### config.mk
export PLATFORM = sky130hd
export DESIGN_NAME = cwm_cell
export DESIGN_NICKNAME = d
export VERILOG_FILES = /design/src/design/cwm_pkg.sv /design/src/design/cwm_cell.sv
export SDC_FILE = /design/constraint.sdc
export NUM_CORES = 1
export LEC_CHECK = 0
export ABC_CLOCK_PERIOD_IN_PS = 1200
export BUFFER_PORTS_ARGS = -buffer_cell sky130_fd_sc_hd__buf_4
export CAP_MARGIN = 20
export CORE_AREA = 2 2 39 41
export CTS_CLUSTER_DIAMETER = 80
export CTS_CLUSTER_SIZE = 25
export DETAILED_ROUTE_END_ITERATION = 10
export DIE_AREA = 0 0 41 43
export SLEW_MARGIN = 20
export SYNTH_ARGS = -nofsm -noshare
export SYNTH_HDL_FRONTEND = slang
export SYNTH_SLANG_ARGS = --single-unit
### constraint.sdc
create_clock -name clk -period 1.2 [get_ports clk]
set_clock_uncertainty 0.15 [all_clocks]
set_input_delay 0.12 -clock clk [delete_from_list [all_inputs] [get_ports clk]]
set_output_delay 0.12 -clock clk [all_outputs]
set_load 0.1 [all_outputs]
### src/design/cwm_pkg.sv
// cwm_pkg: shared constants, register indexes and control types for the
// cross-window morphology block. No dependencies.
package cwm_pkg;

    localparam int PIX_W     = 8;
    localparam int FW_W      = 11;
    localparam int FH_W      = 12;
    localparam int ROW_W     = 13;
    localparam int CNT_W     = FW_W + FH_W;
    localparam int CFG_W     = 12;
    localparam int CFG_IDX_W = 2;

    localparam logic [CFG_IDX_W-1:0] REG_FRAME_WIDTH  = 2'd0;
    localparam logic [CFG_IDX_W-1:0] REG_FRAME_HEIGHT = 2'd1;
    localparam logic [CFG_IDX_W-1:0] REG_TARGET_VALUE = 2'd2;
    localparam logic [CFG_IDX_W-1:0] REG_MORPH_MODE   = 2'd3;

    localparam logic [FW_W-1:0]  WIDTH_RST  = 11'd1024;
    localparam logic [FH_W-1:0]  HEIGHT_RST = 12'd1024;
    localparam logic [FH_W-1:0]  MIN_SIZE   = 12'd3;
    localparam logic [PIX_W-1:0] PIX_MAX    = 8'd255;

    // per-item control decided when the beat is accepted
    typedef struct packed {
        logic emit;
        logic done;
        logic interior;
        logic zero_pix;
    } cwm_ctrl_t;

endpackage

### src/design/cwm_cell.sv
// cwm_cell: one window register of the cross window; shifts toward its
// neighbor on every advancing beat and flags a match with the compare value.
// Depends on cwm_pkg.
module cwm_cell
    import cwm_pkg::*;
(
    input  logic             clk,
    input  logic             rst_n,
    input  logic             en,
    input  logic [PIX_W-1:0] d,
    input  logic [PIX_W-1:0] tv,
    output logic [PIX_W-1:0] q,
    output logic             hit
);

    logic [PIX_W-1:0] q_reg;
    logic [PIX_W-1:0] q_next;

    assign q_next = en ? d : q_reg;

    always_ff @(posedge clk or negedge rst_n)
    begin
        if (!rst_n)
        begin
            q_reg <= '0;
        end
        else
        begin
            q_reg <= q_next;
        end
    end

    assign q   = q_reg;
    assign hit = (q_reg == tv);

endmodule

# Word-level counts from Yosys, hierarchy flattened
# Index checks and enable logic that the tools add are counted.
dict set report totals {
  ff_bits 8
  inputBits 19
}
dict set report classes {
  eq_ne 1
}
# cell count
set op_table {}
lappend op_table {{8-bit == test} 1}

# Longest topological paths before layout
# Gate-level depths: netlist (run 1).
dict set report depth {
  depth_word 1
  ltp_mapped 3
  mapped_depth_nobuf 3
}

# Worst setup path after synthesis (run 1)
# OpenSTA, ideal clock, no wires.
dict set report synth_timing {
  path_kind {reg-to-output}
  from {register q_reg[2], in the netlist q[2]}
  to {output hit}
  t_arrival_ns 2.510
  t_required_ns 0.930
  path_slack_ns -1.580
  path_stages_with_launch 4
  n_path_buf 0
  path_cell_list {dfrtp_1 xnor2_1 nand4_1 nor2_1}
}
dict set report synth_between {
  elab_chain_cells 1
}
# element line
set synth_rtl {}
lappend synth_rtl {{from (decl)} cwm_cell.sv:16} ;# logic [PIX_W-1:0] q_reg;
lappend synth_rtl {{from (signal assigned)} cwm_cell.sv:29} ;# q_reg <= q_next;
lappend synth_rtl {{8-bit == test} cwm_cell.sv:34} ;# assign hit = (q_reg == tv);
lappend synth_rtl {{to (decl)} cwm_cell.sv:13} ;# output logic hit
# Every way passes these cells.

# Final worst setup path (run 1)
dict set report layout_timing {
  from {register q_reg[0], in the netlist q[0]}
  to {output hit}
}
# Same word-level chain as after synthesis.

==> flow_summary.ini, run 1 <==
[run_status]
outcome = finished with violations
violations = setup timing

[cells_and_area]
register_area_um2 = 230
largest_reg_flops = 8
multi_input_area_um2 = 267
n_fill_cell = 91
n_antenna_cell = 0
final_layout_size_suffix_gt1_frac = 0.840
fin_nets = 96
post-route-util = 0.753
area_delta_synth_final_pct = 149

[timing]
hold_viol_final = 0
min_period_over_period = 1.38
period_minus_slack_ps = 1660
slew_headroom = 0.898
worstMarginPinSlew_ps = 153
setup_viol = 10
rsz0062_at_grt = yes
tns_ps = -1500
final.setup.worst_slack_ps = -455
fmax_mhz = 604
drv_slew = 0

[grt]
busiest_layer = met2
track_usage = 0.163
gr-total-overflow = 0
gr-usage-met3 = 0.0314
grt_pass1_vias = 445
grtUsageMet2 = 0.269
use_met1 = 0.187
antenna_found_initial = 0
grt_pass1_wl_um = 1870
grt_start_max_net_pins = 9

[floorplanning]
initial_core_util = 0.302
num_rows = 14
die_w_um = 41
die_h_um = 43
pin_count = 28
fp.dieArea_um2 = 1760
core_area_um2 = 1380

[drt]
vias = 402
drt_iter0_markers = 5
antenna_left = 0
wl_per_cell_um = 12.5
drcViolationCount = 0
vias_per_cell = 4.42
firstDrtPassIters = 4
wl_um = 1140

[setup_path]
end_kind = output port
reg2reg_slack_ps = -80
crit_fanout = 2
required_ps = 930
ff2ff_path_depth = 3
worst-setup-path-type = register to output port
worstPathArrival_ps = 1390
r2r-end = q[5]
startpoint_type = register
rr_startpoint = q[5]

[synthesis]
ys_seq_elements = 8
synth_cell_types = 6
postSynthCellCount = 28
synth_area_um2 = 418
seq_area_frac_synth = 0.479
synth_nets = 47
yosysWarnings = 0
synth.avg_cell_area_um2 = 14.9

[flow_run]
cap_violations = 0

[power_and_ir_drop]
comb_power_share = 0.521
p_switching_mw = 0.440
clkPwrFrac = 0.184
power_leakage_nw = 0.484
p_int_mw = 0.735
pwr-share-seq = 0.294
vdd_drop_max_v = 0.000787
power_density_nw_per_um2 = 1130
sw_frac_of_total = 0.375

[place]
io_buffer_count = 27
dp.final_hpwl_um = 743
place.gp.congestion = 0.678

[cts]
clockBufferDepth = 2
clkLatencyLatePin_ps = 260
numCtsBuffers = 3
cts_max_level = 1
cts_tree = built
root_buffer = clkbuf_4
cts.sinks = 8
clk_pin_slew_worst_paths_ps = 60

[hold_path]
hold_class = input pin to async pin
what timing repair did:
item / CTS / global route
pin swaps: 4 / 3
setup endpoints to repair: 9 / 9
gates resized for setup: 35 / 9
buffers inserted: 0 / 3
hold endpoints to repair: 16 / 0
hold buffers: 9 / 0
synthesized netlist by cell type:
library cell / n / area share
buf_6: 1 / 0.027
dfrtp_1: 8 / 0.48
mux2_4: 8 / 0.29
nand4_1: 2 / 0.030
nor2_1: 1 / 0.0090
xnor2_1: 8 / 0.17
kinds of logic (layout without fill, tap and decap cells):
kind of cell	after synthesis	after routing	share of synthesized area
mux	8	8	0.287
simple gates	3	3	0.0389
flops	8	8	0.479
buf+inv	1	48	0.0269
xor+xnor	8	8	0.168
critical path, cell delays in order (launching register included):
cell and delay [ps]:
dfrtp_4 480, xnor2_1 150, nand4_1 160, nor2_4 150
buf_12 180
per-layer routing:
metal / part of all wire / vias to the layer above / wire length (um)
met4: 0.012 / 0 / 14
li1: - / 190 / -
met2: 0.57 / 13 / 646
met1: 0.39 / 197 / 440
met3: 0.036 / 2 / 41
met5: 0 / - / 0
stage by stage:
stage | instance area [um^2] | hold WS, ps | power, mW | std cells | worst slack [ps]
global placement | 727 | -207 | 0.788 | 78 | -260
floorplan | 455 | -326 | 0.642 | 28 | -526
CTS | 997 | 53.2 | 1.15 | 90 | -452
finish | 1040 | 67.1 | 1.18 | 91 | -455
detailed placement | 727 | -205 | 0.790 | 78 | -266
global route | 1040 | 89.6 | 1.22 | 91 | -492
power by group through the flow:
| stage | Combinational [mW] | Sequential [mW] | Clock (mW) |
|---|---|---|---|
| 2_1_floorplan | 0.0946 | 0.548 | 0 |
| 3_3_place_gp | 0.449 | 0.339 | 0 |
| 3_5_place_dp | 0.449 | 0.341 | 0 |
| 4_1_cts | 0.586 | 0.342 | 0.224 |
| 5_1_grt | 0.638 | 0.349 | 0.233 |
| 6_report | 0.613 | 0.346 | 0.217 |
area by class of cell:
class | instances | share of cell area
Tap cell | 16 | 0.0192
Clock buffer | 3 | 0.0216
Multi-Input combinational cell | 19 | 0.256
Timing Repair Buffer | 45 | 0.483
Sequential cell | 8 | 0.221
layout by cell type, fill, tap and decap left out:
cell / netlist / routed
xnor2_2: 0 / 7
buf_12: 0 / 9
dfrtp_4: 0 / 8
clkbuf_4: 0 / 3
nand4_1: 2 / 2
mux2_4: 8 / 8
xnor2_1: 8 / 1
buf_6: 1 / 8
dlygate4sd3_1: 0 / 9
buf_4: 0 / 19
nor2_4: 0 / 1
worst max path at each step:
stage | startpoint | end | slack, ps | cells past startpoint
final | q[0] | hit | -460 | 4
after global routing | q[0] | hit | -490 | 4
after CTS | q[4] | hit | -450 | 4
after detailed placement | q[5] | hit | -270 | 4
after global placement | q[0] | hit | -260 | 4
after floorplan | q[0] | hit | -530 | 3
Note: power is estimated with default switching activity, not from simulation.
==> inputs of run 2 (changes only) <==
--- a/config.mk
+++ b/config.mk
@@ -13,6 +13,7 @@
 export CTS_CLUSTER_SIZE = 25
 export DETAILED_ROUTE_END_ITERATION = 10
 export DIE_AREA = 0 0 41 43
+export SKIP_LAST_GASP = 1
 export SLEW_MARGIN = 20
 export SYNTH_ARGS = -nofsm -noshare
 export SYNTH_HDL_FRONTEND = slang
==> flow_summary.ini, run 2 (synthesis results as in run 1) <==
[run_status]
outcome = finished with violations
violations = setup timing

[timing]
period_minus_slack_ps = 1640
hold_viol_final = 0
slew_headroom = 0.898
min_period_over_period = 1.37
setup_viol = 10
worstMarginPinSlew_ps = 153
fmax_mhz = 608
drv_slew = 0
final.setup.worst_slack_ps = -445
rsz0062_at_grt = yes

[cells_and_area]
n_antenna_cell = 0
fin_nets = 96
area_delta_synth_final_pct = 149
final_cell_mix = buf_4 (20), dlygate4sd3_1 (9), buf_12 (9)
largest_reg_flops = 8
post-route-util = 0.750
final_common_cell = buf_4
final_layout_size_suffix_gt1_frac = 0.840

[flow_run]
cap_violations = 0

[drt]
firstDrtPassIters = 2
vias_per_cell = 4.34
drcViolationCount = 0
antenna_left = 0
vias = 395
drt_iter0_markers = 3
wl_per_cell_um = 12.0
wl_um = 1090

[grt]
grt_pass1_wl_um = 1870
grt_start_max_net_pins = 9
grt_pass1_vias = 445
track_usage = 0.163
gr-total-overflow = 0
antenna_found_initial = 0

[floorplanning]
die_w_um = 41
core_area_um2 = 1380
initial_core_util = 0.302
pin_count = 28
die_h_um = 43
fp.dieArea_um2 = 1760
num_rows = 14

[cts]
clk_pin_slew_worst_paths_ps = 60
clkLatencyLatePin_ps = 260
numCtsBuffers = 3
cts_max_level = 1
root_buffer = clkbuf_4
clockBufferDepth = 2
cts.sinks = 8
cts_tree = built

[power_and_ir_drop]
power_leakage_nw = 0.483
vdd_drop_max_v = 0.000762
power_density_nw_per_um2 = 1130

[setup_path]
worst-setup-path-type = register to output port
rr_startpoint = q[5]
cp.buffers_inverters = 1
crit_cells = 4
reg2reg_slack_ps = -70
crit_path_cell_trace = xnor2_1 > nand4_1 > nor2_4 > buf_12
critical_path.top_delay_family = flip-flops
r2r-end = q[5]
critPathMaxStageDelay_ps = 480
ff2ff_path_depth = 3
required_ps = 930
worstPathArrival_ps = 1370
crit_slowest_cell = dfrtp_4
startpoint_type = register
crit_fanout = 2
end_kind = output port

[hold_path]
hold_class = input pin to async pin

[place]
io_buffer_count = 27
post-place-ws_ps = -266
place.gp.congestion = 0.678
dp.final_hpwl_um = 743
## run 2: cell counts in the layout (fill, tap and decap cells not counted)
Identical to the previous run, type by type.
## run 2: report_power, final
| group | total [mW] | switching [mW] | internal, mW |
|---|---|---|---|
| combinational | 0.609 | 0.305 | 0.303 |
| clock | 0.215 | 0.100 | 0.115 |
| sequential | 0.345 | 0.0298 | 0.315 |
## run 2: per-layer routing
metal  part of all wire  vias up  track usage
li1                   -      190            -
met1               0.40      194        0.187
met2               0.57       11        0.269
met3              0.038        0       0.0314
met4                  0        0       0.0800
met5                  0        -            0
## run 2: stage by stage
| stage | cells | hold WS [ps] | setup TNS (ps) | instance area, um^2 | power [mW] |
|---|---|---|---|---|---|
| floorplan | 28 | -326 | -526 | 455 | 0.642 |
| global placement | 78 | -207 | -260 | 727 | 0.788 |
| detailed placement | 78 | -205 | -266 | 727 | 0.790 |
| CTS | 90 | 53.2 | -1460 | 990 | 1.15 |
| global route | 91 | 89.6 | -1740 | 1040 | 1.22 |
| finish | 91 | 68.7 | -1470 | 1040 | 1.17 |
## run 2: repair_timing
| action | in CTS | in global routing |
|---|---|---|
| pin swaps | 4 | 3 |
| setup endpoints to repair | 9 | 9 |
| hold buffers | 9 | 0 |
| hold endpoints to repair | 16 | 0 |
| buffers inserted | 0 | 2 |
| gates resized for setup | 33 | 8 |
## run 2: how the worst max path moves through the flow
stage                     start   to  slack, ps
after floorplan            q[0]  hit       -530
after global placement     q[0]  hit       -260
after detailed placement   q[5]  hit       -270
after CTS                  q[4]  hit       -450
after global routing       q[5]  hit       -480
final                      q[0]  hit       -440
## run 2: area by class of cell
cell class,count,area [um^2]
Timing Repair Buffer,45,499
Fill cell,95,345
Multi-Input combinational cell,19,267
Sequential cell,8,230
Clock buffer,3,22.5
Tap cell,16,20.0
==> inputs of run 3 (changes only) <==
--- a/config.mk
+++ b/config.mk
@@ -6,7 +6,7 @@
 export NUM_CORES = 1
 export LEC_CHECK = 0
 export ABC_CLOCK_PERIOD_IN_PS = 1200
-export BUFFER_PORTS_ARGS = -buffer_cell sky130_fd_sc_hd__buf_4
+export BUFFER_PORTS_ARGS = -buffer_cell sky130_fd_sc_hd__buf_2
 export CAP_MARGIN = 20
 export CORE_AREA = 2 2 39 41
 export CTS_CLUSTER_DIAMETER = 80
==> flow_summary.ini, run 3 (synthesis results as in run 1) <==
[run_status]
outcome = finished with violations
violations = setup timing

[cells_and_area]
fin_nets = 96
area_delta_synth_final_pct = 139
n_fill_cell = 101
final_cell_mix = buf_2 (18), dlygate4sd3_1 (9), buf_12 (9)
final_common_cell = buf_2
finalInstanceArea_um2 = 997
final_layout_size_suffix_gt1_frac = 0.840
largest_reg_flops = 8
n_antenna_cell = 0
post-route-util = 0.721
fin_cells = 91

[timing]
rsz0062_at_grt = yes
final.setup.worst_slack_ps = -427
setup_viol = 10
tns_ps = -1340
drv_slew = 0
period_minus_slack_ps = 1630
slew_headroom = 0.819
worstMarginPinSlew_ps = 271
min_period_over_period = 1.36
whs_ps = 94.6
fmax_mhz = 615
hold_viol_final = 0

[cts]
clockBufferDepth = 2
numCtsBuffers = 3
cts_tree = built
cts_max_level = 1
clkLatencyLatePin_ps = 250
cts.sinks = 8
clk_pin_slew_worst_paths_ps = 60
root_buffer = clkbuf_4

[place]
place.gp.congestion = 0.673
dp.final_hpwl_um = 777
dpl.cell_count = 78
post-place-ws_ps = -195
io_buffer_count = 27
placed_area_um2 = 795

[floorplanning]
die_h_um = 43
num_rows = 14
die_w_um = 41
pin_count = 28
core_area_um2 = 1380
fp.dieArea_um2 = 1760
initial_core_util = 0.302

[grt]
grt_pass1_vias = 405
gr-total-overflow = 0
track_usage = 0.148
grt_start_max_net_pins = 9
antenna_found_initial = 0
grt_pass1_wl_um = 1710

[power_and_ir_drop]
vdd_drop_max_v = 0.000670
power_density_nw_per_um2 = 1140
totalPowerFinal_mw = 1.14
power_leakage_nw = 0.468

[setup_path]
end_kind = output port
worst-setup-path-type = register to output port
cp-startpoint = q[0]
crit_fanout = 2
startpoint_type = register
endpoint = hit
ff2ff_path_depth = 3
rr_startpoint = q[6]
worstPathArrival_ps = 1360
required_ps = 930
r2r-end = q[6]
reg2reg_slack_ps = -50

[drt]
firstDrtPassIters = 2
vias = 385
drcViolationCount = 0
drt_iter0_markers = 1
antenna_left = 0
wl_per_cell_um = 12.0
vias_per_cell = 4.23
wl_um = 1090

[flow_run]
cap_violations = 0

[hold_path]
hold_class = input pin to async pin
## run 3: changes by cell type in the layout (fill, tap and decap cells not counted)
cell / delta
buf_6: +1
buf_4: -19
buf_2: +18
## run 3: worst min-delay path by stage
| stage | startpoint | end | slack, ps | cells after the start |
|---|---|---|---|---|
| final | rst_n | q[1] | 90 | 2 |
| after global routing | rst_n | q[1] | 130 | 2 |
| after CTS | rst_n | q[4] | 100 | 2 |
| after detailed placement | rst_n | q[6] | -170 | 1 |
| after global placement | rst_n | q[6] | -180 | 1 |
| after floorplan | rst_n | q[0] | -330 | 0 |
## run 3: final cells by class
class | count | area [um^2] | share of cell area
repair buffers | 45 | 458 | 0.459
clock buffers | 3 | 22.5 | 0.0226
multi-input cells | 19 | 267 | 0.267
well taps | 16 | 20.0 | 0.0201
flip-flops and latches | 8 | 230 | 0.231
## run 3: timing repair
action / 4_1_cts / 5_1_grt
endpoints found under the setup margin: 9 / 10
gates resized for setup: 12 / 4
buffers inserted: 2 / 1
pin swaps: 4 / 2
hold buffers: 9 / 0
hold endpoints to repair: 16 / 0
## run 3: critical path, cell delays in order (launching register included)
cell and delay, ps:
dfrtp_4 500, xnor2_2 130, nand4_1 150, nor2_4 150
buf_12 180
## run 3: power breakdown
| group | switching, mW | total [mW] | internal (mW) |
|---|---|---|---|
| combinational | 0.302 | 0.591 | 0.289 |
| clock | 0.0890 | 0.203 | 0.114 |
| sequential | 0.0322 | 0.347 | 0.315 |
## run 3: per-layer routing
| metal | part of all wire | routed length (um) | global-route usage |
|---|---|---|---|
| met5 | 0 | 0 | 0 |
| met4 | 0 | 0 | 0.0600 |
| met3 | 0.037 | 40 | 0.0314 |
| met2 | 0.57 | 615 | 0.238 |
| met1 | 0.40 | 432 | 0.184 |
