[src/design/cwm_pkg.sv]
// cwm_pkg: shared constants, register indexes and control types for the
// cross-window morphology block. No dependencies.
package cwm_pkg;

    localparam int PIX_W     = 8;
    localparam int FW_W      = 11;
    localparam int FH_W      = 12;
    localparam int ROW_W     = 13;
    localparam int CNT_W     = FW_W + FH_W;
    localparam int CFG_W     = 12;
    localparam int CFG_IDX_W = 2;

    localparam logic [CFG_IDX_W-1:0] REG_FRAME_WIDTH  = 2'd0;
    localparam logic [CFG_IDX_W-1:0] REG_FRAME_HEIGHT = 2'd1;
    localparam logic [CFG_IDX_W-1:0] REG_TARGET_VALUE = 2'd2;
    localparam logic [CFG_IDX_W-1:0] REG_MORPH_MODE   = 2'd3;

    localparam logic [FW_W-1:0]  WIDTH_RST  = 11'd1024;
    localparam logic [FH_W-1:0]  HEIGHT_RST = 12'd1024;
    localparam logic [FH_W-1:0]  MIN_SIZE   = 12'd3;
    localparam logic [PIX_W-1:0] PIX_MAX    = 8'd255;

    // per-item control decided when the beat is accepted
    typedef struct packed {
        logic emit;
        logic done;
        logic interior;
        logic zero_pix;
    } cwm_ctrl_t;

endpackage

[src/design/cwm_seq.sv]
// cwm_seq: configuration registers and raster position counters; decides
// per accepted beat the column, whether it emits, ends the frame, or is
// interior. Depends on cwm_pkg.
module cwm_seq
    import cwm_pkg::*;
#(
    parameter int MAX_WIDTH = 1024,
    parameter int CW        = 10
)
(
    input  logic                 clk,
    input  logic                 rst_n,
    input  logic                 cfg_we,
    input  logic [CFG_IDX_W-1:0] cfg_index,
    input  logic [CFG_W-1:0]     cfg_wdata,
    input  logic                 accept,
    input  logic                 is_filler,
    output logic [CW-1:0]        col,
    output cwm_ctrl_t            ctrl,
    output logic [PIX_W-1:0]     tv
);

    function automatic logic [FW_W-1:0] clamp_width(input logic [FW_W-1:0] v);
        logic [FW_W-1:0] w;
        w = v;
        if (w < FW_W'(MIN_SIZE))
        begin
            w = FW_W'(MIN_SIZE);
        end
        if (32'(w) > 32'(MAX_WIDTH))
        begin
            w = FW_W'(MAX_WIDTH);
        end
        return w;
    endfunction

    localparam logic [FW_W-1:0]  W_RST    = (MAX_WIDTH < 1024) ? FW_W'(MAX_WIDTH) : WIDTH_RST;
    localparam logic [CNT_W-1:0] PROD_RST = CNT_W'(32'(W_RST) * 32'(HEIGHT_RST) - 1);

    logic [FW_W-1:0]  width_reg,  width_next;
    logic [FH_W-1:0]  height_reg, height_next;
    logic [PIX_W-1:0] target_reg, target_next;
    logic             mode_reg,   mode_next;
    logic [CNT_W-1:0] prod_reg,   prod_next;
    logic [CW-1:0]    col_reg,    col_next;
    logic [ROW_W-1:0] row_reg,    row_next;
    logic [CNT_W-1:0] cnt_reg,    cnt_next;

    logic [FW_W-1:0]  w_new;
    logic [FH_W-1:0]  h_new;
    logic [FW_W-1:0]  mul_w;
    logic [FH_W-1:0]  mul_h;
    logic [CW-1:0]    c;
    logic             last_col;
    logic             emit;
    logic             done;

    // configuration; frame size product kept as count of the last pixel
    always_comb
    begin
        w_new       = clamp_width(cfg_wdata[FW_W-1:0]);
        h_new       = (cfg_wdata[FH_W-1:0] < MIN_SIZE) ? MIN_SIZE : cfg_wdata[FH_W-1:0];
        width_next  = width_reg;
        height_next = height_reg;
        target_next = target_reg;
        mode_next   = mode_reg;
        mul_w       = width_reg;
        mul_h       = height_reg;
        if (cfg_we)
        begin
            unique case (cfg_index)
                REG_FRAME_WIDTH:
                begin
                    width_next = w_new;
                    mul_w      = w_new;
                end
                REG_FRAME_HEIGHT:
                begin
                    height_next = h_new;
                    mul_h       = h_new;
                end
                REG_TARGET_VALUE: target_next = cfg_wdata[PIX_W-1:0];
                REG_MORPH_MODE:   mode_next   = cfg_wdata[0];
                default:          ;
            endcase
        end
        prod_next = CNT_W'(mul_w) * CNT_W'(mul_h) - CNT_W'(1);
    end

    assign tv = mode_reg ? (PIX_MAX - target_reg) : target_reg;

    // position of the beat now at the input
    always_comb
    begin
        if (32'(col_reg) >= 32'(width_reg))
        begin
            c = CW'(width_reg - FW_W'(1));
        end
        else
        begin
            c = col_reg;
        end
        last_col = (32'(c) == 32'(width_reg) - 32'd1);
        emit     = (row_reg >= ROW_W'(2)) || (row_reg == ROW_W'(1) && c != '0);
        done     = emit && (cnt_reg >= prod_reg);

        ctrl.emit     = emit;
        ctrl.done     = done;
        ctrl.interior = (row_reg >= ROW_W'(2)) && (32'(row_reg) < 32'(height_reg))
                        && (32'(c) >= 32'd2);
        ctrl.zero_pix = is_filler || (32'(row_reg) >= 32'(height_reg));

        col_next = col_reg;
        row_next = row_reg;
        cnt_next = cnt_reg;
        if (accept)
        begin
            if (done)
            begin
                col_next = '0;
                row_next = '0;
                cnt_next = '0;
            end
            else
            begin
                if (last_col)
                begin
                    col_next = '0;
                    // saturate: compares against the height stay the same
                    row_next = (row_reg == '1) ? row_reg : row_reg + ROW_W'(1);
                end
                else
                begin
                    col_next = c + CW'(1);
                end
                if (emit)
                begin
                    cnt_next = cnt_reg + CNT_W'(1);
                end
            end
        end
    end

    assign col = c;

    always_ff @(posedge clk or negedge rst_n)
    begin
        if (!rst_n)
        begin
            width_reg  <= W_RST;
            height_reg <= HEIGHT_RST;
            target_reg <= '0;
            mode_reg   <= 1'b0;
            prod_reg   <= PROD_RST;
            col_reg    <= '0;
            row_reg    <= '0;
            cnt_reg    <= '0;
        end
        else
        begin
            width_reg  <= width_next;
            height_reg <= height_next;
            target_reg <= target_next;
            mode_reg   <= mode_next;
            prod_reg   <= prod_next;
            col_reg    <= col_next;
            row_reg    <= row_next;
            cnt_reg    <= cnt_next;
        end
    end

endmodule

[config.mk]
export PLATFORM = sky130hd
export DESIGN_NAME = cwm_seq
export DESIGN_NICKNAME = d
export VERILOG_FILES = /design/src/design/cwm_pkg.sv /design/src/design/cwm_seq.sv
export SDC_FILE = /design/constraint.sdc
export NUM_CORES = 1
export LEC_CHECK = 0
export BUFFER_PORTS_ARGS = -buffer_cell sky130_fd_sc_hd__buf_2
export CORE_MARGIN = 10
export CORE_UTILIZATION = 31
export DETAILED_ROUTE_END_ITERATION = 7
export PLACE_DENSITY = 0.56
export REMOVE_ABC_BUFFERS = 1
export SETUP_SLACK_MARGIN = 0.5
export SYNTH_ARGS = -nofsm -noshare
export SYNTH_HDL_FRONTEND = slang
export SYNTH_SLANG_ARGS = --single-unit
[constraint.sdc]
create_clock -name clk -period 6.9 [get_ports clk]
set_clock_uncertainty 0.2 [all_clocks]
set_input_delay 0.69 -clock clk [delete_from_list [all_inputs] [get_ports clk]]
set_output_delay 0.69 -clock clk [all_outputs]
set_load 0.005 [all_outputs]
Word level (Yosys, flattened, before mapping)
Index checks and enable logic that the tools add are counted.
{"block": "word_totals", "input_bits": 19, "register_bits": 101, "out_inout_bits": 22, "elab_cells": 62}
{"block": "op_classes", "reduce_logical": 14, "eq_ne": 7, "addsub": 7, "order_cmp": 9, "mul": 1, "muxes": 16}
{"op": "$mux 23", "count": 2}
{"op": "$mux 11", "count": 4}
{"op": "$mux 13", "count": 3}
{"op": "$mux 12", "count": 3}
{"op": "$eq 10x32->1", "count": 1}
{"op": "$mux 10", "count": 3}
{"op": "$add 23x1->23 const B", "count": 1}
{"op": "$ge 23x23->1", "count": 1}
{"op": "$mul 11x12->23", "count": 1}
{"op": "$sub 23x1->23 const B", "count": 1}
{"op": "$add 13x1->13 const B", "count": 1}
{"op": "$eq 13x1->1 const B", "count": 1}
{"op": "$eq 13x13->1 const B", "count": 1}
{"op": "$ge 13x12->1", "count": 1}
{"op": "$ge 13x2->1 const B", "count": 1}
{"op": "$lt 13x12->1", "count": 1}
{"op": "$lt 12x2->1 const B", "count": 1}
{"op": "$sub 11x1->12 const B", "count": 1}
{"op": "$ge 10x11->1", "count": 1}
{"op": "$gt 11x11->1 const B", "count": 1}
{"op": "$lt 11x2->1 const B", "count": 1}
{"op": "$add 10x1->10 const B", "count": 1}
{"op": "$ge 10x2->1 const B", "count": 1}
{"op": "$reduce_bool 10->1", "count": 1}
{"op": "12 further kinds", "count": 20}

Depth between registers and ports, before layout
Gate-level depths: netlist of run 1.
{"block": "depth", "depth_word": 8, "ltp_mapped": 26, "mapped_depth_nobuf": 25}

Worst setup path before layout of run 1
No wires, ideal clock.
{"block": "synth_path", "path_type": "input to register", "startpoint": "in cfg_wdata[3]", "endpoint": "reg prod_reg[22]", "n_path_buf": 1, "setup_ns": 0.080, "required_ns": 6.620, "cell_stages": 24, "arrival_time_ns": 6.627, "setup_slack_ns": -0.006, "path_cell_list": "nor4_1 nand2_1 or3_1 a21oi_1 a22o_1 clkbuf_1 nand2_1 fa_1 fa_1 inv_1 fa_1 fa_1 inv_1 fa_1 inv_1 ha_1 a2111oi_0 o21ai_0 a21o_1 a31oi_1 a21oi_1 a211o_1 a21oi_1 xnor2_1"}
{"block": "synth_between", "elab_chain_cells": 8, "elab_cells_between_ends": 12, "cone_classes": "1 x add/sub; 1 x mul; 3 x order compare; 7 x mux"}
{"item": "start: declaration", "line": "cwm_seq.sv:15", "source": "input logic [CFG_W-1:0] cfg_wdata,"}
{"item": "$lt 11x2->1", "line": "cwm_seq.sv:26", "source": "if (w < FW_W'(MIN_SIZE))"}
{"item": "$mux 11 (*)", "line": "cwm_seq.sv:26"}
{"item": "$gt 11x11->1", "line": "cwm_seq.sv:30", "source": "if (32'(w) > 32'(MAX_WIDTH))"}
{"item": "$mux 11 (*)", "line": "cwm_seq.sv:30"}
{"item": "$mux 11 (*)", "line": "cwm_seq.sv:71", "source": "unique case (cfg_index)"}
{"item": "$mux 11 (*)"}
{"item": "net mul_w[4]", "line": "cwm_seq.sv:51", "source": "logic [FW_W-1:0] mul_w;"}
{"item": "$mul 11x12->23 (*)", "line": "cwm_seq.sv:87", "source": "prod_next = CNT_W'(mul_w) * CNT_W'(mul_h) - CNT_W'(1);"}
{"item": "$sub 23x1->23 (*)", "line": "cwm_seq.sv:87"}
{"item": "net prod_next[22]", "line": "cwm_seq.sv:44", "source": "logic [CNT_W-1:0] prod_reg, prod_next;"}
{"item": "end signal: assignment", "line": "cwm_seq.sv:165", "source": "prod_reg <= prod_next;"}
{"item": "end: declaration", "line": "cwm_seq.sv:44"}
Mark *: on every way through the listed nets, which the timed path passes. The rest lies on a longest branch.
A chain may end at the register's enable or synchronous reset.

Worst setup path in the final report of run 1
{"block": "layout_path", "startpoint": "in cfg_wdata[3]", "endpoint": "reg prod_reg[21]"}
{"block": "layout_between", "elab_chain_cells": 8, "elab_cells_between_ends": 12, "cone_classes": "1 x add/sub; 1 x mul; 3 x order compare; 7 x mux"}
{"item": "$lt 11x2->1", "line": "cwm_seq.sv:26"}
{"item": "$mux 11", "line": "cwm_seq.sv:26"}
{"item": "$gt 11x11->1", "line": "cwm_seq.sv:30"}
{"item": "$mux 11", "line": "cwm_seq.sv:30"}
{"item": "$mux 11", "line": "cwm_seq.sv:71"}
{"item": "$mux 11"}
{"item": "$mul 11x12->23 (*)", "line": "cwm_seq.sv:87"}
{"item": "$sub 23x1->23 (*)", "line": "cwm_seq.sv:87"}
{"item": "net prod_next[21]", "line": "cwm_seq.sv:44"}
Marks and branches as above.

==> results.cfg, run 1 <==
[status]
status = complete, no violations

[sta]
setup_ws_ns = 0.523
slew_headroom_pct = 38.0
fin_tns_setup_ns = 0
finalHoldViolCount = 0
tightestPinTransition_ns = 0.929
setup_viol = 0
finalCritPeriodShare_pct = 92.4
hold_slack_ns = 0.0548
rsz0062_at_grt = yes
fmax_ghz = 0.157
fin_crit_ns = 6.38
slew_violations = 0

[clocking]
ctsHoldBuffers = 0
cts.sinks = 101
cts_tree = built
clk_path_buf_depth = 2
htreeDepth = 3
cts_root_buf = clkbuf_16
clkSlewWorstSetupHoldPaths_ns = 0.08
numCtsBuffers = 9
insertion_delay_ns = 0.36

[die]
die_h_um = 209
core.rowCount = 69
start_util_pct = 31.3
fp.dieW_um = 209
io_pins = 41
core_area_um2 = 35400
die-area_um2 = 43700

[synth]
yosys-top-cells-area = dfrtp_1, fa_1, ha_1
avgSynthCellArea_um2 = 8.92
synth_flop_cell = dfrtp_1
yosys.area.top_type = dfrtp_1
ys_warn_count = 0
synth-seq-area-share_pct = 23.1
synth-edff-count = 0
syn_area_um2 = 11100
async_flop_share_pct = 100
synth.top_cell.area_share_pct = 17.8
synth-seq-cells = 101
syn_inst = 1243
ys_types = 75

[global_routing]
antenna_found_initial = 0
grt_pass1_vias = 9310
grtUsageMet3_pct = 1.06
gr-total-overflow = 0
grt_max_degree = 70
track_usage_pct = 13.2
top_usage_layer = met2
met1_usage_pct = 17.6
grt_use_met2_pct = 22.2
grt_pass1_wl_mm = 47.9

[worst_setup_path]
path_max_fanout = 8
crit_path_start_kind = primary input
r2r_start = height_reg[7]
cp-startpoint = cfg_wdata[3]
crit_required_ns = 6.94
critical_path_class = primary input to register
endpoint_kind = register
arrival_ns = 6.42

[pwr]
power_leakage_uw = 0.00641
ir_worst_vdd_mv = 0.449
power_density_nw_per_um2 = 538

[place]
dp_cells = 1800
gp_congestion = 0.885
pre_cts_slack_ns = -0.404
hpwl_mm = 23.0
io_buffers = 40

[drt]
drt_iter0_drc = 517
drc = 0
vias_per_cell = 4.98
antenna_left = 0
wl_per_cell_um = 15.6
wirelength_mm = 28.6
vias = 9124
first_pass_iters = 4

[cells_and_area]
drive_gt1_share_pct = 21.2
final_cell_mix = inv_1, nand2_1, ha_1
multi_input_area_um2 = 7850
fillers = 3579
mostFrequentLayoutCell = inv_1
area_delta_synth_final_pct = 19.3
nets = 1598
final_cells = 1831
seq_area_um2 = 2550
fin_util_pct = 37.3
n_antenna_cell = 0

[job]
max_cap_violations = 0

[min_path]
hold_class = primary input to asynchronous set/reset pin
-- cell usage after synthesis, types with 5 or more instances --
library cell / number
o21ai_0: 41
nand2b_1: 11
nand4_1: 17
clkinv_1: 7
nand3_1: 23
or2_2: 9
dfrtp_1: 79
a211oi_1: 6
ha_1: 117
nand3b_1: 5
o221ai_1: 5
a22oi_1: 5
xnor2_1: 30
inv_1: 212
clkbuf_1: 28
a21o_1: 18
nor2_1: 51
a221oi_1: 5
mux2i_1: 13
o21a_1: 7
a2111oi_0: 7
xor2_1: 18
buf_2: 7
mux2_2: 20
nand2_1: 155
o2bb2ai_1: 5
nor2b_1: 10
o22ai_1: 9
and3_1: 8
a21oi_1: 55
nor4_1: 8
o211ai_1: 6
a211o_1: 6
dfstp_2: 22
or3_1: 18
fa_1: 97
nor3_1: 10
and2_1: 24
o31ai_1: 8
-- cell type report --
type | count | area share, %
clock buffers | 10 | 1.81
clock inverters | 6 | 0.473
inverters | 220 | 6.25
multi-input cells | 881 | 59.4
flip-flops and latches | 101 | 19.3
well taps | 461 | 4.36
repair buffers | 152 | 8.39
-- cells by family after synthesis --
kind of cell / Yosys count / synth area share, %
buf+inv: 261 / 9.20
fa+ha+maj: 214 / 30.7
compound gates: 219 / 13.7
xor+xnor: 48 / 3.79
flops: 101 / 23.1
mux: 34 / 3.34
simple gates: 366 / 16.2
-- where the power goes --
group,internal [uW],switching [uW]
Clock,291,249
Sequential,866,178
Combinational,2750,2780
-- critical path, stage by stage --
cell      delay (ns)
buf_8           0.10
nor4_4          0.27
nand2_1         0.10
or3_4           0.37
a21oi_4         0.20
buf_4           0.14
a22o_4          0.14
buf_8           0.13
buf_4           0.11
nand2_2         0.04
fa_1            0.45
fa_1            0.49
inv_1           0.05
fa_1            0.48
fa_1            0.50
inv_1           0.05
fa_1            0.52
inv_1           0.04
ha_1            0.28
a21boi_2        0.17
buf_4           0.13
nand2_2         0.05
o211ai_1        0.29
a211oi_2        0.13
o31ai_1         0.24
a21oi_1         0.11
xnor2_1         0.13
-- path summary, 6_finish.rpt --
check                                      to  slack, ns  depth (start not counted)
min in group clk                target_reg[5]       0.34                          1
worst max register to register   prod_reg[21]       1.29                         21
worst min register to register  target_reg[5]       0.34                          1
worst max-delay path             prod_reg[21]       0.52                         27
worst min-delay path               cnt_reg[8]       0.05                          1
max in group asynchronous          col_reg[9]       5.15                          2
-- stage by stage --
stage	power [uW]	instance area [um2]
floorplan	4140	10900
global placement	5720	12400
detailed placement	5770	12400
CTS	6860	13000
global route	7860	13200
finish	7110	13200
-- timing repair --
item,4_1_cts,5_1_grt
setup buffers,6,9
endpoints found under the setup margin,12,8
resized for setup,54,33
gates cloned,0,0
endpoints found under the hold margin,0,0
pin swaps,59,36
-- routing by layer --
layer	part of all wire [%]	wire length, um
met1	47	13500
met2	48	13800
met3	2.7	766
met4	1.6	466
met5	0	0
Note: power is estimated with default switching activity, not from simulation.
==> inputs of run 2 (changes only) <==
- RECOVER_POWER: default -> 25
==> results.cfg, run 2 (same netlist as run 1, synthesis figures left out) <==
[status]
status = finished, violations left
violations = capacitance limit, slew limit

[die]
die-area_um2 = 43700
start_util_pct = 31.3
core.rowCount = 69
core_area_um2 = 35400
die_h_um = 209
fp.dieW_um = 209
io_pins = 41

[sta]
tightestPinTransition_ns = 3.82
finalCritPeriodShare_pct = 92.6
fin_crit_ns = 6.39
setup_ws_ns = 0.509
fmax_ghz = 0.156
slew_headroom_pct = -154
rsz0062_at_grt = yes
finalHoldViolCount = 0
hold_slack_ns = 0.335
slew_violations = 104
setup_viol = 0

[global_routing]
grt_pass1_vias = 9310
grt_max_degree = 70
gr-total-overflow = 0
grt_pass1_wl_mm = 47.9
track_usage_pct = 13.2
antenna_found_initial = 0

[drt]
wl_met2_mm = 13.9
wl_met3_um = 756
wl_met1_mm = 13.5
antenna_left = 0
drc = 0
wirelength_mm = 28.6
first_pass_iters = 5
drt_iter0_drc = 501
wl_per_cell_um = 15.6
top_layer = met4
vias_per_cell = 5.00
vias = 9148

[pwr]
power_leakage_uw = 0.00639
finalPower_uw = 7110
power_density_nw_per_um2 = 539
ir_worst_vdd_mv = 0.449

[place]
hpwl_mm = 23.0
io_buffers = 40
gp_congestion = 0.885
pre_cts_slack_ns = -0.404

[worst_setup_path]
arrival_ns = 6.43
critical_path_class = primary input to register
endpoint_kind = register
crit_required_ns = 6.94
crit_path_start_kind = primary input
path_max_fanout = 8

[clocking]
clkSlewWorstSetupHoldPaths_ns = 0.07
ctsHoldBuffers = 0
clk_path_buf_depth = 2
cts_root_buf = clkbuf_16
cts.sinks = 101
insertion_delay_ns = 0.36
cts_tree = built
numCtsBuffers = 9
htreeDepth = 3

[cells_and_area]
n_antenna_cell = 0
nets = 1598
fin_util_pct = 37.3
drive_gt1_share_pct = 20.4
mostFrequentLayoutCell = inv_1
final_cell_mix = inv_1, nand2_1, ha_1
area_delta_synth_final_pct = 19.1

[min_path]
hold_class = register to register

[job]
max_cap_violations = 2
run 2: cell count changes in the layout (fill, tap and decap cells not counted), sizes merged:
cell / before / now
buf: 152 / 146
clkbuf: 10 / 16
run 2: layout make-up:
type / instances / area [um2]
Multi-Input combinational cell: 881 / 7850
Inverter: 220 / 826
Tap cell: 461 / 577
Clock inverter: 6 / 62.6
Sequential cell: 101 / 2550
Clock buffer: 10 / 239
Timing Repair Buffer: 152 / 1090
Fill cell: 3581 / 22200
run 2: timing repair:
item,CTS,global route
setup endpoints to repair,12,8
pin swaps,59,36
gates resized for setup,54,33
endpoints found under the hold margin,0,0
gates cloned,0,0
setup buffers,6,9
run 2: where the power goes:
part           switching [uW]  internal, uW  total, uW
clock network             248           291        539
logic                    2780          2750       5530
registers                 178           866       1040
total                    3200          3910       7110
run 2: routing by layer:
| metal | vias to the layer above | global-route usage, % |
|---|---|---|
| li1 | 4393 | - |
| met1 | 4593 | 17.6 |
| met2 | 136 | 22.2 |
| met3 | 26 | 1.06 |
| met4 | 0 | 4.09 |
| met5 | - | 0 |
run 2: worst max-delay path, stage by stage:
cell	delay (ns)
buf_8	0.10
nor4_4	0.27
nand2_1	0.10
or3_4	0.37
a21oi_4	0.20
buf_4	0.14
a22o_4	0.14
buf_8	0.13
buf_4	0.11
nand2_2	0.04
fa_1	0.46
fa_1	0.49
inv_1	0.05
fa_1	0.48
fa_1	0.50
inv_1	0.05
fa_1	0.52
inv_1	0.04
ha_1	0.28
a21boi_2	0.17
buf_4	0.13
nand2_2	0.05
o211ai_1	0.29
a211oi_2	0.13
o31ai_1	0.24
a21oi_1	0.11
xnor2_1	0.13
run 2: stage by stage:
step                instances  cell area [um2]  setup TNS, ns
floorplan                1202            10900              0
CTS                      1822            13000              0
global placement         1800            12400          -1.35
global route             1831            13200              0
finish                   1831            13200              0
detailed placement       1800            12400          -1.96
run 2: worst paths after layout:
| kind | from | to | slack, ns | cells after the start |
|---|---|---|---|---|
| setup reg to reg | height_reg[4] | prod_reg[21] | 1.13 | 20 |
| max in group asynchronous | rst_n | col_reg[9] | 1.48 | 2 |
| hold reg to reg | target_reg[5] | target_reg[5] | 0.34 | 1 |
| setup / recovery | cfg_wdata[3] | prod_reg[21] | 0.51 | 27 |
| hold / removal | target_reg[5] | target_reg[5] | 0.34 | 1 |
| min in group asynchronous | rst_n | cnt_reg[8] | 0.60 | 1 |
==> inputs of run 3 (changes only) <==
- ABC_AREA: default -> 1
- ABC_CLOCK_PERIOD_IN_PS: default -> 6900
==> results.cfg, run 3 <==
[status]
status = finished, violations left
violations = capacitance limit, slew limit

[cells_and_area]
multi_input_area_um2 = 7870
area_delta_synth_final_pct = 13.2
nets = 1811
drive_gt1_share_pct = 12.8
mostFrequentLayoutCell = nand2_1
seq_area_um2 = 2550
n_antenna_cell = 0
final_cell_mix = nand2_1, inv_1, ha_1
fillers = 3854

[pwr]
power_density_nw_per_um2 = 482
finalPower_uw = 6290
power_leakage_uw = 0.00680
ir_worst_vdd_mv = 0.395

[global_routing]
gr-total-overflow = 0
track_usage_pct = 13.4
grt_pass1_vias = 9675
antenna_found_initial = 0
grt_max_degree = 77
grt_pass1_wl_mm = 49.2

[die]
die-area_um2 = 45300
core.rowCount = 70
die_h_um = 213
start_util_pct = 31.5
io_pins = 41
fp.dieW_um = 213
core_area_um2 = 36600

[synth]
yosys.area.top_type = dfrtp_1
ys_warn_count = 0
synthTopCellsByCount = nand2_1, inv_1, ha_1
synth-seq-area-share_pct = 22.2
yosys-top-cells-area = dfrtp_1, fa_1, ha_1
synth_flop_cell = dfrtp_1
syn_area_um2 = 11500
synth-seq-cells = 101
synth-edff-count = 0
yosysMostFrequentCell = nand2_1
avgSynthCellArea_um2 = 7.63
syn_inst = 1511
async_flop_share_pct = 100
ys_types = 51
synth.top_cell.area_share_pct = 17.1

[sta]
tightestPinTransition_ns = 1.96
slew_violations = 104
fmax_ghz = 0.162
setup_viol = 0
finalHoldViolCount = 0
finalCritPeriodShare_pct = 89.7
fin_crit_ns = 6.19
rsz0062_at_grt = no
fin_tns_setup_ns = 0
setup_ws_ns = 0.714
slew_headroom_pct = -30.9

[worst_setup_path]
cpPeakStageDelay_ns = 0.54
critical_path_class = primary input to register
cp-startpoint = cfg_wdata[8]
crit_path_end = prod_reg[22]
crit_slowest_cell = fa_1
arrival_ns = 6.27
endpoint_kind = register
path_max_fanout = 5
rr_endpoint = prod_reg[22]
ff2ff_path_depth = 20
crit_path_start_kind = primary input
crit_required_ns = 6.98
r2r_start = height_reg[2]
r2r_setup_slack_ns = 1.18

[job]
max_cap_violations = 2

[clocking]
cts.sinks = 101
numCtsBuffers = 9
clk_path_buf_depth = 2
htreeDepth = 3
cts_root_buf = clkbuf_16
insertion_delay_ns = 0.37
ctsHoldBuffers = 0
cts_tree = built
clkSlewWorstSetupHoldPaths_ns = 0.08

[place]
gp_congestion = 0.927
io_buffers = 40
hpwl_mm = 24.0
pre_cts_slack_ns = -0.0977

[drt]
drt_iter0_drc = 687
antenna_left = 0
wl_per_cell_um = 14.5
first_pass_iters = 5
vias = 9841
vias_per_cell = 4.80
wirelength_mm = 29.7
drc = 0

[min_path]
hold_class = register to register
holdPathStages = 2
-- run 3: cell families (layout without fill, tap and decap cells) --
family | Yosys count | in the layout | synth area share [%]
compound gates | 152 | 152 | 7.49
xor+xnor | 66 | 66 | 5.01
fa+ha+maj | 214 | 214 | 29.5
buf+inv | 334 | 406 | 11.6
flops | 101 | 101 | 22.2
simple gates | 644 | 644 | 24.2
-- run 3: area by class of cell --
type,count,share of cell area [%]
clock inverter,7,0.642
timing repair buffer,92,4.68
inverter,298,8.60
sequential,101,19.6
multi-input combinational,1076,60.3
clock buffer,9,1.72
tap,468,4.48
-- run 3: where the power goes --
part / total [uW] / switching (uW) / internal [uW]
sequential: 955 / 113 / 842
clock: 540 / 253 / 287
combinational: 4790 / 2820 / 1970
total: 6290 / 3180 / 3100
-- run 3: per-layer routing --
layer	routed length, um	track usage (%)
met1	13900	18.4
met2	14000	22.2
met3	1430	1.73
met4	371	2.76
met5	0	0
-- run 3: worst min path at each step --
stage / start / to / slack (ns)
floorplan: rst_n / cnt_reg[0] / 0.19
global placement: col_reg[0] / col_reg[0] / 0.27
detailed placement: col_reg[0] / col_reg[0] / 0.30
CTS: rst_n / target_reg[3] / 0.05
global route: col_reg[0] / col_reg[0] / 0.36
finish: target_reg[1] / target_reg[1] / 0.32
-- run 3: stage by stage --
stage	instance area, um2	utilization, %	hold WS [ns]	cells
finish	13100	35.7	0.320	2051
global route	13100	35.7	0.357	2051
CTS	12800	35.0	0.0527	2049
detailed placement	12500	34.1	0.299	2033
global placement	12500	34.1	0.270	2033
floorplan	11300	-	0.194	1475
-- run 3: critical path: cells and delay by family --
kind | cells | cell delay, ns
adders and majority gates | 6 | 2.88
AOI/OAI and AO/OA | 5 | 0.98
and+or+nand+nor | 10 | 0.90
buffers and inverters | 8 | 0.62
xor gates and xnor gates | 1 | 0.17
-- run 3: what timing repair did --
item	4_1_cts	5_1_grt
pin swaps	0	21
buffers inserted	0	2
gates resized for setup	7	53
setup endpoints to repair	7	9
